[config.mk]
export PLATFORM = sky130hd
export DESIGN_NAME = radio_api_transmit_framer
export DESIGN_NICKNAME = d
export VERILOG_FILES = /design/src/rtl/rtf_pkg.sv /design/src/rtl/rtf_front.sv /design/src/rtl/rtf_queue.sv /design/src/rtl/rtf_back.sv /design/src/rtl/radio_api_transmit_framer.sv
export SDC_FILE = /design/constraint.sdc
export NUM_CORES = 1
export LEC_CHECK = 0
export ABC_AREA = 1
export BUFFER_PORTS_ARGS = -buffer_cell sky130_fd_sc_hd__buf_2
export CORE_UTILIZATION = 45
export DETAILED_ROUTE_END_ITERATION = 10
export PLACE_DENSITY = 0.59
export SLEW_MARGIN = 10
export SYNTH_ARGS = -nofsm -noshare
export SYNTH_HDL_FRONTEND = slang
export SYNTH_HIERARCHICAL = 1
export SYNTH_SLANG_ARGS = --single-unit
[constraint.sdc]
create_clock -name clk -period 12.95 [get_ports clk]
set_input_delay 1.9425 -clock clk [delete_from_list [all_inputs] [get_ports clk]]
set_output_delay 1.9425 -clock clk [all_outputs]
set_load 0.03 [all_outputs]
[src/rtl/rtf_pkg.sv]
// shared types and constants for the radio transmit-request framer
// no dependencies
package rtf_pkg;

    // frame layout
    localparam int unsigned FRAME_LEN      = 26;
    localparam int unsigned POS_W          = $clog2(FRAME_LEN);
    localparam logic [POS_W-1:0] POS_FIRST = '0;
    localparam logic [POS_W-1:0] POS_SUM_LO = POS_W'(3);
    localparam logic [POS_W-1:0] POS_SUM_HI = POS_W'(24);
    localparam logic [POS_W-1:0] POS_LAST  = POS_W'(FRAME_LEN - 1);

    // fixed frame bytes
    localparam logic [7:0] START_BYTE   = 8'h7E;
    localparam logic [7:0] LEN_HI_BYTE  = 8'h00;
    localparam logic [7:0] LEN_LO_BYTE  = 8'd22;
    localparam logic [7:0] FRAME_TYPE   = 8'h10;
    localparam logic [7:0] FRAME_ID     = 8'h01;
    localparam logic [7:0] NET16_HI     = 8'hFF;
    localparam logic [7:0] NET16_LO     = 8'hFE;
    localparam logic [7:0] RADIUS_BYTE  = 8'h00;
    localparam logic [7:0] OPTIONS_BYTE = 8'h00;
    localparam logic [7:0] PAYLOAD_TAG  = 8'h53;
    localparam logic [7:0] PAD_BYTE     = 8'h00;

    // payload rules
    localparam logic [7:0] FIXED_CHANNEL = 8'h01;
    localparam logic [7:0] DIMMER_FULL   = 8'd100;
    localparam logic [7:0] DIMMER_CAP    = 8'd99;

    // configuration port
    localparam int unsigned ADDR_W     = 64;
    localparam int unsigned CFG_IDX_W  = 3;
    localparam logic [CFG_IDX_W-1:0] REG_SWITCH_ADDR  = CFG_IDX_W'(0);
    localparam logic [CFG_IDX_W-1:0] REG_CURTAIN_ADDR = CFG_IDX_W'(1);
    localparam logic [CFG_IDX_W-1:0] REG_DIMMER_ADDR  = CFG_IDX_W'(2);
    localparam logic [CFG_IDX_W-1:0] REG_COLOUR_ADDR  = CFG_IDX_W'(3);

    // queue between front and back
    localparam int unsigned QUEUE_DEPTH_DEFAULT = 2;

    typedef enum logic [1:0] {
        CMD_SWITCH  = 2'd0,
        CMD_CURTAIN = 2'd1,
        CMD_DIMMER  = 2'd2,
        CMD_COLOUR  = 2'd3
    } cmd_t;

    // classified request, ready to be serialized
    typedef struct packed {
        logic [ADDR_W-1:0] dest;
        logic [7:0]        channel;
        logic [7:0]        level;
        logic [7:0]        red;
        logic [7:0]        green;
        logic [7:0]        blue;
    } rtf_rec_t;

endpackage

[src/rtl/rtf_front.sv]
// front part: address registers and request classification
// depends on rtf_pkg
module rtf_front
    import rtf_pkg::*;
(
    input  logic                 clk,
    input  logic                 rst_n,
    input  logic                 push,
    input  logic [1:0]           cmd,
    input  logic [7:0]           channel,
    input  logic [7:0]           level,
    input  logic [7:0]           red,
    input  logic [7:0]           green,
    input  logic [7:0]           blue,
    input  logic                 queue_full,
    input  logic                 cfg_valid,
    input  logic [CFG_IDX_W-1:0] cfg_index,
    input  logic [ADDR_W-1:0]    cfg_data,
    output logic                 cfg_ready,
    output logic                 rec_write,
    output rtf_rec_t             rec
);

    logic [ADDR_W-1:0] switch_addr_reg;
    logic [ADDR_W-1:0] curtain_addr_reg;
    logic [ADDR_W-1:0] dimmer_addr_reg;
    logic [ADDR_W-1:0] colour_addr_reg;
    cmd_t              kind;

    assign cfg_ready = 1'b1;

    always_ff @(posedge clk or negedge rst_n)
    begin
        if (!rst_n)
        begin
            switch_addr_reg  <= '0;
            curtain_addr_reg <= '0;
            dimmer_addr_reg  <= '0;
            colour_addr_reg  <= '0;
        end
        else if (cfg_valid && cfg_ready)
        begin
            unique case (cfg_index)
                REG_SWITCH_ADDR:  switch_addr_reg  <= cfg_data;
                REG_CURTAIN_ADDR: curtain_addr_reg <= cfg_data;
                REG_DIMMER_ADDR:  dimmer_addr_reg  <= cfg_data;
                REG_COLOUR_ADDR:  colour_addr_reg  <= cfg_data;
                default: ;
            endcase
        end
    end

    assign kind      = cmd_t'(cmd);
    assign rec_write = push && !queue_full;

    always_comb
    begin
        rec.red   = 8'h00;
        rec.green = 8'h00;
        rec.blue  = 8'h00;
        unique case (kind)
            CMD_SWITCH:
            begin
                rec.dest    = switch_addr_reg;
                rec.channel = channel;
                rec.level   = level;
            end
            CMD_CURTAIN:
            begin
                rec.dest    = curtain_addr_reg;
                rec.channel = channel;
                rec.level   = level;
            end
            CMD_DIMMER:
            begin
                rec.dest    = dimmer_addr_reg;
                rec.channel = FIXED_CHANNEL;
                rec.level   = (level == DIMMER_FULL) ? DIMMER_CAP : level;
            end
            CMD_COLOUR:
            begin
                rec.dest    = colour_addr_reg;
                rec.channel = FIXED_CHANNEL;
                rec.level   = 8'h00;
                rec.red     = red;
                rec.green   = green;
                rec.blue    = blue;
            end
            default:
            begin
                rec.dest    = switch_addr_reg;
                rec.channel = channel;
                rec.level   = level;
            end
        endcase
    end

endmodule

[src/rtl/rtf_queue.sv]
// short request queue between the front and back parts
// depends on rtf_pkg
module rtf_queue
    import rtf_pkg::*;
#(
    parameter int unsigned DEPTH = QUEUE_DEPTH_DEFAULT
)
(
    input  logic     clk,
    input  logic     rst_n,
    input  logic     wr_en,
    input  rtf_rec_t wr_rec,
    output logic     full,
    input  logic     rd_en,
    output logic     rec_valid,
    output rtf_rec_t rd_rec
);

    localparam int unsigned PTR_W = (DEPTH > 1) ? $clog2(DEPTH) : 1;
    localparam int unsigned CNT_W = $clog2(DEPTH + 1);
    localparam logic [PTR_W-1:0] PTR_LAST = PTR_W'(DEPTH - 1);
    localparam logic [CNT_W-1:0] CNT_FULL = CNT_W'(DEPTH);

    rtf_rec_t         mem [DEPTH];
    logic [PTR_W-1:0] wr_ptr_reg;
    logic [PTR_W-1:0] rd_ptr_reg;
    logic [CNT_W-1:0] count_reg;
    logic [CNT_W-1:0] count_next;

    assign full      = (count_reg == CNT_FULL);
    assign rec_valid = (count_reg != '0);
    assign rd_rec    = mem[rd_ptr_reg];

    always_comb
    begin
        count_next = count_reg;
        if (wr_en && !rd_en)
            count_next = count_reg + CNT_W'(1);
        else if (rd_en && !wr_en)
            count_next = count_reg - CNT_W'(1);
    end

    always_ff @(posedge clk)
    begin
        if (wr_en)
            mem[wr_ptr_reg] <= wr_rec;
    end

    always_ff @(posedge clk or negedge rst_n)
    begin
        if (!rst_n)
        begin
            wr_ptr_reg <= '0;
            rd_ptr_reg <= '0;
            count_reg  <= '0;
        end
        else
        begin
            if (wr_en)
                wr_ptr_reg <= (wr_ptr_reg == PTR_LAST) ? '0 : wr_ptr_reg + PTR_W'(1);
            if (rd_en)
                rd_ptr_reg <= (rd_ptr_reg == PTR_LAST) ? '0 : rd_ptr_reg + PTR_W'(1);
            count_reg <= count_next;
        end
    end

endmodule

[src/rtl/rtf_back.sv]
// back part: serializes one request into frame bytes with checksum
// depends on rtf_pkg
module rtf_back
    import rtf_pkg::*;
(
    input  logic       clk,
    input  logic       rst_n,
    input  logic       rec_valid,
    input  rtf_rec_t   rec,
    output logic       rec_pop,
    input  logic       pop,
    output logic       empty,
    output logic [7:0] frame_byte,
    output logic       last_byte
);

    logic [POS_W-1:0] pos_reg;
    logic [POS_W-1:0] pos_next;
    logic [7:0]       sum_reg;
    logic [7:0]       sum_next;
    logic             out_valid_reg;
    logic [7:0]       byte_reg;
    logic             last_reg;
    logic             advance;
    logic [7:0]       cur_byte;

    // output slot frees when empty or being taken this cycle
    assign advance = rec_valid && (!out_valid_reg || pop);
    assign rec_pop = advance && (pos_reg == POS_LAST);

    always_comb
    begin
        unique case (pos_reg)
            POS_W'(0):  cur_byte = START_BYTE;
            POS_W'(1):  cur_byte = LEN_HI_BYTE;
            POS_W'(2):  cur_byte = LEN_LO_BYTE;
            POS_W'(3):  cur_byte = FRAME_TYPE;
            POS_W'(4):  cur_byte = FRAME_ID;
            POS_W'(5):  cur_byte = rec.dest[63:56];
            POS_W'(6):  cur_byte = rec.dest[55:48];
            POS_W'(7):  cur_byte = rec.dest[47:40];
            POS_W'(8):  cur_byte = rec.dest[39:32];
            POS_W'(9):  cur_byte = rec.dest[31:24];
            POS_W'(10): cur_byte = rec.dest[23:16];
            POS_W'(11): cur_byte = rec.dest[15:8];
            POS_W'(12): cur_byte = rec.dest[7:0];
            POS_W'(13): cur_byte = NET16_HI;
            POS_W'(14): cur_byte = NET16_LO;
            POS_W'(15): cur_byte = RADIUS_BYTE;
            POS_W'(16): cur_byte = OPTIONS_BYTE;
            POS_W'(17): cur_byte = PAYLOAD_TAG;
            POS_W'(18): cur_byte = rec.channel;
            POS_W'(19): cur_byte = rec.level;
            POS_W'(20): cur_byte = rec.red;
            POS_W'(21): cur_byte = rec.green;
            POS_W'(22): cur_byte = rec.blue;
            POS_W'(23): cur_byte = PAD_BYTE;
            POS_W'(24): cur_byte = PAD_BYTE;
            POS_W'(25): cur_byte = ~sum_reg;
            default:    cur_byte = PAD_BYTE;
        endcase
    end

    always_comb
    begin
        pos_next = pos_reg;
        sum_next = sum_reg;
        if (advance)
        begin
            pos_next = (pos_reg == POS_LAST) ? POS_FIRST : pos_reg + POS_W'(1);
            if (pos_reg == POS_FIRST)
                sum_next = 8'h00;
            else if (pos_reg >= POS_SUM_LO && pos_reg <= POS_SUM_HI)
                sum_next = sum_reg + cur_byte;
        end
    end

    always_ff @(posedge clk or negedge rst_n)
    begin
        if (!rst_n)
        begin
            pos_reg       <= POS_FIRST;
            sum_reg       <= 8'h00;
            out_valid_reg <= 1'b0;
            last_reg      <= 1'b0;
        end
        else
        begin
            pos_reg <= pos_next;
            sum_reg <= sum_next;
            if (advance)
            begin
                out_valid_reg <= 1'b1;
                last_reg      <= (pos_reg == POS_LAST);
            end
            else if (pop)
                out_valid_reg <= 1'b0;
        end
    end

    always_ff @(posedge clk)
    begin
        if (advance)
            byte_reg <= cur_byte;
    end

    assign empty      = !out_valid_reg;
    assign frame_byte = byte_reg;
    assign last_byte  = last_reg;

    a_pos_range: assert property (@(posedge clk) disable iff (!rst_n)
        pos_reg <= POS_LAST)
        else $error("byte position past end of frame");

    a_last_marks_checksum: assert property (@(posedge clk) disable iff (!rst_n)
        advance |=> (last_reg == ($past(pos_reg) == POS_LAST)))
        else $error("last flag does not match checksum position");

    a_pop_at_frame_end: assert property (@(posedge clk) disable iff (!rst_n)
        rec_pop |=> (pos_reg == POS_FIRST))
        else $error("request retired away from frame end");

    a_sum_cleared_at_start: assert property (@(posedge clk) disable iff (!rst_n)
        (advance && pos_reg == POS_FIRST) |=> (sum_reg == 8'h00))
        else $error("checksum not cleared at frame start");

endmodule

[src/rtl/radio_api_transmit_framer.sv]
// top level of the radio transmit-request framer
// depends on rtf_pkg, rtf_front, rtf_queue, rtf_back
//
// a request is queued, then its first frame byte is registered onto the result ports
// one frame byte per cycle from the back sequencer, given a queued request
// the output register takes a new byte whenever it is empty or being popped
// reset (async, active low) clears address registers, queue and sequencer
module radio_api_transmit_framer
    import rtf_pkg::*;
#(
    parameter int unsigned QUEUE_DEPTH = QUEUE_DEPTH_DEFAULT
)
(
    input  logic                 clk,
    input  logic                 rst_n,
    // request side
    input  logic                 push,
    output logic                 full,
    input  logic [1:0]           cmd,
    input  logic [7:0]           channel,
    input  logic [7:0]           level,
    input  logic [7:0]           red,
    input  logic [7:0]           green,
    input  logic [7:0]           blue,
    // result side
    output logic                 empty,
    input  logic                 pop,
    output logic [7:0]           frame_byte,
    output logic                 last_byte,
    // configuration writes
    input  logic                 cfg_valid,
    output logic                 cfg_ready,
    input  logic [CFG_IDX_W-1:0] cfg_index,
    input  logic [ADDR_W-1:0]    cfg_data
);

    // classified request from front to queue
    rtf_rec_t wr_rec;
    logic     wr_en;
    // queue head toward the back sequencer
    rtf_rec_t head_rec;
    logic     head_valid;
    logic     head_pop;

    // front: holds the four destination registers, picks address and payload
    rtf_front u_front (
        .clk        (clk),
        .rst_n      (rst_n),
        .push       (push),
        .cmd        (cmd),
        .channel    (channel),
        .level      (level),
        .red        (red),
        .green      (green),
        .blue       (blue),
        .queue_full (full),
        .cfg_valid  (cfg_valid),
        .cfg_index  (cfg_index),
        .cfg_data   (cfg_data),
        .cfg_ready  (cfg_ready),
        .rec_write  (wr_en),
        .rec        (wr_rec)
    );

    // queue: the request being serialized plus up to QUEUE_DEPTH-1 waiting
    rtf_queue #(
        .DEPTH (QUEUE_DEPTH)
    ) u_queue (
        .clk       (clk),
        .rst_n     (rst_n),
        .wr_en     (wr_en),
        .wr_rec    (wr_rec),
        .full      (full),
        .rd_en     (head_pop),
        .rec_valid (head_valid),
        .rd_rec    (head_rec)
    );

    // back: walks the 26 byte positions of the head request, then retires it
    rtf_back u_back (
        .clk        (clk),
        .rst_n      (rst_n),
        .rec_valid  (head_valid),
        .rec        (head_rec),
        .rec_pop    (head_pop),
        .pop        (pop),
        .empty      (empty),
        .frame_byte (frame_byte),
        .last_byte  (last_byte)
    );

endmodule
==> flow_metrics.env, run 1 <==
export IMPL_outcome="finished clean"
export IMPL_rsz0062_at_grt="false"
export IMPL_fin_setup_tns_ns=0
export IMPL_ys_async_sr_fraction_pct=56.0
export IMPL_grt_pass1_vias=14500
export IMPL_required_ns=13.41
export IMPL_drv_cap=0
export IMPL_grt_antenna_before_repair=1
export IMPL_total_power_w=0.00502
export IMPL_worst_setup_path_start_kind="register"
export IMPL_fin_skew_ns=0.0258
export IMPL_grt_max_degree=76
export IMPL_synth_seq_area_share_pct=63.0
export IMPL_dr_pass1_iters=8
export IMPL_r2r_setup_slack_ns=8.47
export IMPL_io_buffers=124
export IMPL_startpoint="u_queue/rd_ptr_reg"
export IMPL_synth_edf_count=216
export IMPL_rows=79
export IMPL_fin_crit_sh_pct=34.6
export IMPL_overflow=0
export IMPL_cp_end_kind="register"
export IMPL_arrival_ns=4.94
export IMPL_synth_seq_cells=491
export IMPL_die_h_um=219
export IMPL_cts_repair_resized=0
export IMPL_syn_cell_area_mm2=0.0212
export IMPL_syn_avg_cell_area_um2=10.5
export IMPL_gp_congestion=0.904
export IMPL_io_pins=126
export IMPL_cts_tree="built"
export IMPL_mostFrequentLayoutCells="nand2_1, dfrtp_1, o21ai_0, edfxtp_1, inv_1"
export IMPL_regMostFlops="u_queue/mem"
export IMPL_drc_errors=0
export IMPL_fill_cells=4220
export IMPL_worst_pin_slew_ns=1.07
export IMPL_r2r_worst_path_cells=14
export IMPL_drtIter0Drc=1257
export IMPL_endpoint="u_back/sum_reg[6]"
export IMPL_worstSkewPairLatency_ns=0.60
export IMPL_postCtsHoldBufs=0
export IMPL_dieArea_mm2=0.0480
export IMPL_grt_pass1_wl_um=84500
export IMPL_clk_pin_slew_worst_paths_ns=0.06
export IMPL_p_leak_nw=10.6
export IMPL_slew_violations=0
export IMPL_start_util_pct=45.6
export IMPL_final_common_cell="nand2_1"
export IMPL_min_path_type="reg2reg"
export IMPL_holdWs_ns=0.482
export IMPL_core_area_mm2=0.0466
export IMPL_num_vias=14800
export IMPL_vdd_drop_max_mv=0.116
export IMPL_worstSetupPathType="reg2reg"
export IMPL_antenna_left=0
export IMPL_synthCells=2019
export IMPL_placed_cells=2666
export IMPL_min_period_ns=4.48
export IMPL_die_x_um=219
export IMPL_timing_hold_violations_final=0
export IMPL_largest_reg_flops=208
export IMPL_root_buffer="clkbuf_16"
export IMPL_cts_sinks=491
export IMPL_viasPerCell=5.34
export IMPL_seq_area_mm2=0.0134
export IMPL_postLayoutCoreUtil_pct=51.5
export IMPL_synth_cell_type_count=46
export IMPL_dpl_hpwl_um=34000
export IMPL_yosysTopAreaCell="dfrtp_1"
export IMPL_r2r_end="u_back/sum_reg[6]"
export IMPL_synthFlopType="dfrtp_1"
export IMPL_grtUsageTotal_pct=23.0
export IMPL_routed_wirelength_um=54100
export IMPL_setup_viol=0
export IMPL_synth_warnings=6
export IMPL_multi_input_area_mm2=0.00680
export IMPL_cts_setup_buffers=0
export IMPL_synth_top_area_share_pct=32.4
export IMPL_slew_limit_headroom_pct=28.8
export IMPL_drive_gt1_share_pct=16.4
export IMPL_reg2reg_from="u_queue/rd_ptr_reg"
export IMPL_syn_nets=2146
export IMPL_nets=2240
export IMPL_fmax_mhz=223
export IMPL_clockBufferDepth=3
export IMPL_worstPathMaxFanout=54
export IMPL_numCtsBuffers=52
export IMPL_final_cells=2763
export IMPL_wl_per_cell_um=19.6
export IMPL_htreeDepth=2
export IMPL_area_delta_synth_final_pct=12.9
export IMPL_antenna_cells=0
export IMPL_synth_area_leaders="dfrtp_1, edfxtp_1, nand2_1, o21ai_0, mux2_4"
export IMPL_pwr_density_cell_mw_per_mm2=209
cell type report:
cell class,count,area share (%)
Inverter,154,2.43
Tap cell,607,3.17
Multi-Input combinational cell,1275,28.4
Timing Repair Buffer,139,3.10
Clock buffer,74,6.34
Sequential cell,491,55.8
Clock inverter,23,0.736
synth_stat cells, types with 2 or more instances:
| library cell | count |
|---|---|
| o21ai_1 | 2 |
| nor2_1 | 72 |
| dfrtp_1 | 275 |
| a21oi_1 | 13 |
| nand4_1 | 74 |
| nand2_4 | 3 |
| mux2_4 | 50 |
| xnor2_1 | 4 |
| inv_2 | 5 |
| o21ai_0 | 267 |
| nor4_1 | 3 |
| xor2_1 | 3 |
| buf_12 | 5 |
| a22o_1 | 5 |
| nand3_1 | 39 |
| buf_6 | 3 |
| ha_1 | 12 |
| nand2_1 | 629 |
| nor2_2 | 4 |
| nor2_4 | 5 |
| mux2_2 | 54 |
| nor3_1 | 6 |
| clkbuf_1 | 51 |
| a221oi_1 | 6 |
| edfxtp_1 | 216 |
| o2111ai_1 | 5 |
| buf_2 | 37 |
| nor3b_1 | 2 |
| a22oi_1 | 2 |
| inv_1 | 148 |
| buf_4 | 2 |
| nand2_2 | 3 |
where the power goes:
group	switching [W]	leakage (nW)	internal, W
sequential	0.000211	5.51	0.00206
combinational	0.000788	4.26	0.000499
clock	0.000607	0.830	0.000854
total	0.00161	10.6	0.00341
through the flow:
stage | area (um2) | worst slack [ns]
after floorplan | 21200 | 5.82
after global placement | 22300 | 8.55
after detailed placement | 22300 | 8.51
after CTS | 24000 | 8.50
after global routing | 24000 | 8.31
final | 24000 | 8.47
critical path, stage by stage (launching register included):
cell and delay (ns):
dfrtp_4 1.00, buf_4 0.82, mux2_4 0.37, nand2_1 0.12
o2111ai_1 0.14, a211oi_1 0.48, nand3_1 0.20, ha_1 0.38
nand3_1 0.11, nand3_1 0.11, nand2_1 0.08, nand2_1 0.05
a21oi_1 0.16, xor2_1 0.15, o21ai_0 0.08
per-layer routing:
metal  track usage [%]  routed length, um  part of all wire, %
met1              32.5              24200                   45
met3              3.98               3230                  6.0
met2              36.4              25200                   47
met4              6.50               1420                  2.6
met5                 0                  0                    0
how the worst min path moves through the flow:
stage / startpoint / depth (start not counted) / end / slack [ns]
2_1_floorplan: u_queue/count_reg[1] / 2 / u_queue/count_reg[1] / 0.44
3_3_place_gp: u_queue/count_reg[1] / 2 / u_queue/count_reg[1] / 0.45
3_5_place_dp: u_queue/count_reg[1] / 2 / u_queue/count_reg[1] / 0.47
4_1_cts: u_queue/count_reg[1] / 2 / u_queue/count_reg[1] / 0.48
5_1_grt: u_front/switch_addr_reg[36] / 2 / u_front/switch_addr_reg[36] / 0.50
6_report: u_front/curtain_addr_reg[8] / 2 / u_front/curtain_addr_reg[8] / 0.48
kinds of logic (layout without fill, tap and decap cells):
family,Yosys count,after routing,synth area share (%)
xor gates and xnor gates,7,7,0.289
and+or+nand+nor,843,843,16.5
AOI/OAI and AO/OA,307,307,7.67
other,1,1,0.0177
buffers and inverters,253,390,5.28
adders and majority gates,13,13,0.802
DFF,491,491,63.0
muxes,104,104,6.40
Power figures use the tool's default switching activity.
==> run 2, diff against run 1 <==
Clock period 12.95 ns to 4.2 ns, I/O delays scaled along.
==> run 2 against run 1 <==
Final cell count is 0.65% higher. Clock skew is 0.0093 ns lower. Via count is 0.90% lower. Critical path depth is 1 lower. Largest power group unchanged. Clock-buffer cell count is 2 lower. Sequential share of layout area is 0.63 points lower. Cell area is 1.1% higher. Die area stayed put. Register-to-register slack worse by 7.7 ns. Power grew to 3.1 times the previous value. Flip-flop and latch count stayed put. First-iteration DRC count is 12% lower.
==> flow_metrics.env, run 2 (synthesis gave the netlist of run 1 again) <==
export IMPL_grt_use_met3_pct=3.77
export IMPL_cts_sinks=491
export IMPL_num_vias=14600
export IMPL_seq_area_mm2=0.0134
export IMPL_die_h_um=219
export IMPL_numCtsBuffers=51
export IMPL_start_util_pct=45.6
export IMPL_rows=79
export IMPL_cts_repair_resized=0
export IMPL_io_pins=126
export IMPL_worstSetupPathType="reg2reg"
export IMPL_nets=2259
export IMPL_dr_pass1_iters=5
export IMPL_drc_errors=0
export IMPL_pwr_density_cell_mw_per_mm2=643
export IMPL_cts_tree="built"
export IMPL_min_path_type="in2async"
export IMPL_slew_violations=0
export IMPL_setup_viol=0
export IMPL_routed_wirelength_um=52600
export IMPL_grt_pass1_vias=14100
export IMPL_drtIter0Drc=1112
export IMPL_mostFrequentLayoutCells="nand2_1, dfrtp_1, o21ai_0, edfxtp_1, inv_1"
export IMPL_wl_per_cell_um=18.9
export IMPL_vdd_drop_max_mv=0.336
export IMPL_clk_pin_slew_worst_paths_ns=0.06
export IMPL_fin_setup_tns_ns=0
export IMPL_dpl_hpwl_um=35500
export IMPL_place_ws_ns=0.791
export IMPL_overflow=0
export IMPL_p_leak_nw=10.7
export IMPL_post_route_worst_setup_slack_ns=0.741
export IMPL_io_buffers=124
export IMPL_htreeDepth=2
export IMPL_final_common_cell="nand2_1"
export IMPL_fin_crit_sh_pct=82.4
export IMPL_grt_max_degree=108
export IMPL_core_area_mm2=0.0466
export IMPL_grtUsageTotal_pct=22.3
export IMPL_root_buffer="clkbuf_16"
export IMPL_postCtsHoldBufs=0
export IMPL_rsz0062_at_grt="false"
export IMPL_fmax_mhz=289
export IMPL_drv_cap=0
export IMPL_largest_reg_flops=208
export IMPL_reg2reg_from="u_queue/rd_ptr_reg"
export IMPL_gp_congestion=0.902
export IMPL_worstSkewPairLatency_ns=0.59
export IMPL_holdWs_ns=0.0364
export IMPL_fill_cells=4178
export IMPL_die_x_um=219
export IMPL_arrival_ns=3.98
export IMPL_cp_end_kind="register"
export IMPL_worst_pin_slew_ns=0.908
export IMPL_grtUsageMet2_pct=35.1
export IMPL_regMostFlops="u_queue/mem"
export IMPL_r2r_setup_slack_ns=0.74
export IMPL_antenna_cells=0
export IMPL_outcome="finished clean"
export IMPL_drive_gt1_share_pct=16.9
export IMPL_area_delta_synth_final_pct=14.2
export IMPL_viasPerCell=5.26
export IMPL_grt_busiest_layer="met2"
export IMPL_worstPathMaxFanout=44
export IMPL_met1_usage_pct=31.6
export IMPL_dieArea_mm2=0.0480
export IMPL_required_ns=4.72
export IMPL_timing_hold_violations_final=0
export IMPL_multi_input_area_mm2=0.00680
export IMPL_cts_setup_buffers=0
export IMPL_grt_antenna_before_repair=0
export IMPL_slew_limit_headroom_pct=39.5
export IMPL_worst_setup_path_start_kind="register"
export IMPL_antenna_left=0
export IMPL_min_period_ns=3.46
export IMPL_startpoint="u_queue/rd_ptr_reg"
export IMPL_clockBufferDepth=3
export IMPL_grt_pass1_wl_um=81400
export IMPL_fin_skew_ns=0.0165
-- run 2: cell count changes in the layout (fill, tap and decap cells not counted), moves of 3 or more --
| cell | delta |
|---|---|
| buf_12 | +10 |
| buf_4 | +10 |
| bufinv_16 | +5 |
| clkbuf_1 | +6 |
| clkbuf_16 | -4 |
| clkbuf_8 | -4 |
| clkinv_2 | -3 |
| clkinvlp_4 | -3 |
-- run 2: metal layers --
layer,up-vias,part of all wire [%],wire (um)
li1,6991,-,-
met1,7129,46,24000
met2,418,46,24200
met3,90,5.5,2890
met4,0,2.8,1470
met5,-,0,0
-- run 2: critical path: stages (launching register included) --
cell      delay, ns
dfrtp_4        0.57
buf_12         0.31
mux2_2         0.38
nand2_1        0.07
nand2_1        0.07
nor4_1         0.58
nand2_1        0.19
ha_1           0.38
inv_1          0.07
o311ai_0       0.42
inv_1          0.08
nand3_1        0.09
nand3_1        0.08
nand2_1        0.07
-- run 2: power breakdown --
| part | switching [W] | total [W] | internal (W) |
|---|---|---|---|
| combinational | 0.00251 | 0.00412 | 0.00160 |
| clock | 0.00185 | 0.00459 | 0.00274 |
| sequential | 0.000535 | 0.00688 | 0.00634 |
| total | 0.00490 | 0.0156 | 0.0107 |
-- run 2: path summary, 6_finish.rpt --
kind	endpoint	cells after the start
worst max-delay path	u_back/sum_reg[7]	13
worst min-delay path	u_back/out_valid_reg	1
worst max register to register	u_back/sum_reg[7]	13
worst min register to register	u_queue/count_reg[1]	2
max in group asynchronous	u_front/dimmer_addr_reg[17]	2
min in group clk	u_back/out_valid_reg	3
-- run 2: final cells by class --
type | count | share of cell area (%)
clock buffers | 72 | 5.72
clock inverters | 23 | 1.28
inverters | 154 | 2.41
multi-input cells | 1275 | 28.1
flip-flops and latches | 491 | 55.2
well taps | 607 | 3.13
repair buffers | 159 | 4.20
-- run 2: through the flow --
stage | total power, W | area (um2) | instances | utilization [%]
2_1_floorplan | 0.00987 | 21200 | 2019 | -
3_3_place_gp | 0.0110 | 22500 | 2686 | 48.4
3_5_place_dp | 0.0111 | 22500 | 2686 | 48.4
4_1_cts | 0.0157 | 24200 | 2781 | 52.0
5_1_grt | 0.0164 | 24200 | 2781 | 52.0
6_report | 0.0156 | 24200 | 2781 | 52.0
==> run 3, diff against run 2 <==
Clock period 4.2 ns to 3.6 ns, I/O delays scaled along.
==> run 3 against run 2 <==
Critical path depth did not move. First-iteration DRC count rose by 2.8%. Sequential power rose by 16%. Via count rose by 0.41%. Global-route usage rose by 0.26 points. Final cell count rose by 0.50%. Clock skew fell by 0.0028 ns. Critical path type unchanged. Largest cell class unchanged. Largest power group unchanged. Highest routed layer unchanged.
==> flow_metrics.env, run 3 (synthesis gave the netlist of run 1 again) <==
export IMPL_num_vias=14700
export IMPL_cp_end_kind="register"
export IMPL_outcome="finished clean"
export IMPL_slew_violations=0
export IMPL_r2r_worst_path_cells=13
export IMPL_dpl_hpwl_um=36000
export IMPL_drive_gt1_share_pct=17.6
export IMPL_area_delta_synth_final_pct=14.8
export IMPL_wl_per_cell_um=19.0
export IMPL_cts_sinks=491
export IMPL_die_x_um=219
export IMPL_critPathMaxStageDelay_ns=0.45
export IMPL_p_comb_share_pct=27.9
export IMPL_antenna_left=0
export IMPL_final_common_cell="nand2_1"
export IMPL_die_h_um=219
export IMPL_timing_hold_violations_final=0
export IMPL_core_area_mm2=0.0466
export IMPL_grt_pass1_wl_um=82800
export IMPL_cts_tree="built"
export IMPL_io_buffers=124
export IMPL_fmax_mhz=305
export IMPL_viasPerCell=5.26
export IMPL_root_buffer="clkbuf_16"
export IMPL_worstSetupPathType="reg2reg"
export IMPL_worst_setup_path_start_kind="register"
export IMPL_post_route_worst_setup_slack_ns=0.324
export IMPL_clockBufferDepth=3
export IMPL_p_leak_nw=10.8
export IMPL_vdd_drop_max_mv=0.451
export IMPL_worstPathMaxFanout=51
export IMPL_crit_path_frequent_cell="nand3_1"
export IMPL_swShare_pct=32.0
export IMPL_antenna_cells=0
export IMPL_htreeDepth=2
export IMPL_setup_viol=0
export IMPL_numCtsBuffers=51
export IMPL_holdWs_ns=0.216
export IMPL_drc_errors=0
export IMPL_grtUsageTotal_pct=22.6
export IMPL_gp_congestion=0.886
export IMPL_routed_wirelength_um=53000
export IMPL_p_int_w=0.0123
export IMPL_clkPwrFrac_pct=27.9
export IMPL_drtIter0Drc=1143
export IMPL_clk_pin_slew_worst_paths_ns=0.06
export IMPL_mostFrequentLayoutCells="nand2_1, dfrtp_1, o21ai_0, edfxtp_1, inv_1"
export IMPL_pwr_density_cell_mw_per_mm2=740
export IMPL_place_ws_ns=0.347
export IMPL_cp_depth=13
export IMPL_worstHoldPathCells=3
export IMPL_regMostFlops="u_queue/mem"
export IMPL_crit_buf_inv=1
export IMPL_crit_chain="buf_12, mux2_2, a22o_1, a211oi_1, nand3_1, ha_1, nand3_1, nand3_1, nand2_1, nand2_1, a21oi_1, xor2_1, o21ai_0"
export IMPL_p_sw_w=0.00576
export IMPL_required_ns=4.07
export IMPL_grt_pass1_vias=14100
export IMPL_total_power_w=0.0180
export IMPL_worst_pin_slew_ns=0.912
export IMPL_rsz0062_at_grt="false"
export IMPL_seq_power_share_pct=44.2
export IMPL_grt_antenna_before_repair=0
export IMPL_worstSkewPairLatency_ns=0.59
export IMPL_min_period_ns=3.28
export IMPL_nets=2273
export IMPL_largest_reg_flops=208
export IMPL_critical_path_top_delay_family="compound AO/OA/AOI/OAI gates"
export IMPL_dieArea_mm2=0.0480
export IMPL_rows=79
export IMPL_io_pins=126
export IMPL_fin_skew_ns=0.0137
export IMPL_drv_cap=0
export IMPL_cp_slowest_cell="dfrtp_4"
export IMPL_grt_max_degree=106
export IMPL_arrival_ns=3.75
export IMPL_slew_limit_headroom_pct=39.2
export IMPL_fin_crit_sh_pct=91.0
export IMPL_postLayoutCoreUtil_pct=52.3
export IMPL_start_util_pct=45.6
export IMPL_fin_setup_tns_ns=0
export IMPL_dr_pass1_iters=7
export IMPL_overflow=0
export IMPL_fill_cells=4134
export IMPL_min_path_type="in2reg"
-- run 3: cell types whose count changed in the layout (fill, tap and decap cells not counted), sizes merged --
cell,before,now
inv,157,156
clkinv,13,14
buf,159,172
clkbuf,72,77
clkinvlp,0,2
dlygate4sd3,0,1
bufinv,7,0
-- run 3: final timing paths --
| path | slack (ns) | end | startpoint |
|---|---|---|---|
| min in group asynchronous | 0.51 | u_back/out_valid_reg | rst_n |
| max in group asynchronous | 2.09 | u_front/colour_addr_reg[18] | rst_n |
| max reg2reg | 0.32 | u_back/sum_reg[6] | u_queue/rd_ptr_reg |
| min reg2reg | 0.48 | u_queue/count_reg[1] | u_queue/count_reg[1] |
| min | 0.22 | u_back/out_valid_reg | pop |
| max | 0.32 | u_back/sum_reg[6] | u_queue/rd_ptr_reg |
-- run 3: worst min-delay path, cell delays in order --
cell and delay (ns):
buf_2 0.07, or2_2 0.11, nand2_1 0.05
-- run 3: repair_timing --
item                                    CTS  global route
gates resized for setup                   0             0
setup buffers                             0             1
hold buffers                              1             0
endpoints found under the hold margin     5             0
endpoints found under the setup margin    0             1
-- run 3: final cells by class --
cell class              instances  area [um2]  share of cell area [%]
multi-input cells            1275        6800                    27.9
well taps                     607         759                    3.12
clock buffers                  77        1510                    6.18
clock inverters                18         109                   0.447
flip-flops and latches        491       13400                    54.9
repair buffers                173        1230                    5.03
inverters                     154         583                    2.39
-- run 3: through the flow --
stage | cells | area [um2]
finish | 2795 | 24400
global placement | 2698 | 22700
CTS | 2794 | 24400
floorplan | 2019 | 21200
detailed placement | 2698 | 22700
global route | 2795 | 24400
-- run 3: power by group through the flow --
stage,registers (W),logic (W),clock network [W]
finish,0.00797,0.00502,0.00504
global route,0.00810,0.00553,0.00541
CTS,0.00797,0.00504,0.00517
detailed placement,0.00807,0.00502,0
global placement,0.00804,0.00498,0
floorplan,0.00801,0.00350,0
-- run 3: metal layers --
metal	routed length [um]	global-route usage [%]	vias to the layer above
met5	0	0	-
met1	24600	32.1	7234
met3	2520	3.58	62
met2	25100	36.6	369
met4	838	4.70	0
li1	-	-	7023
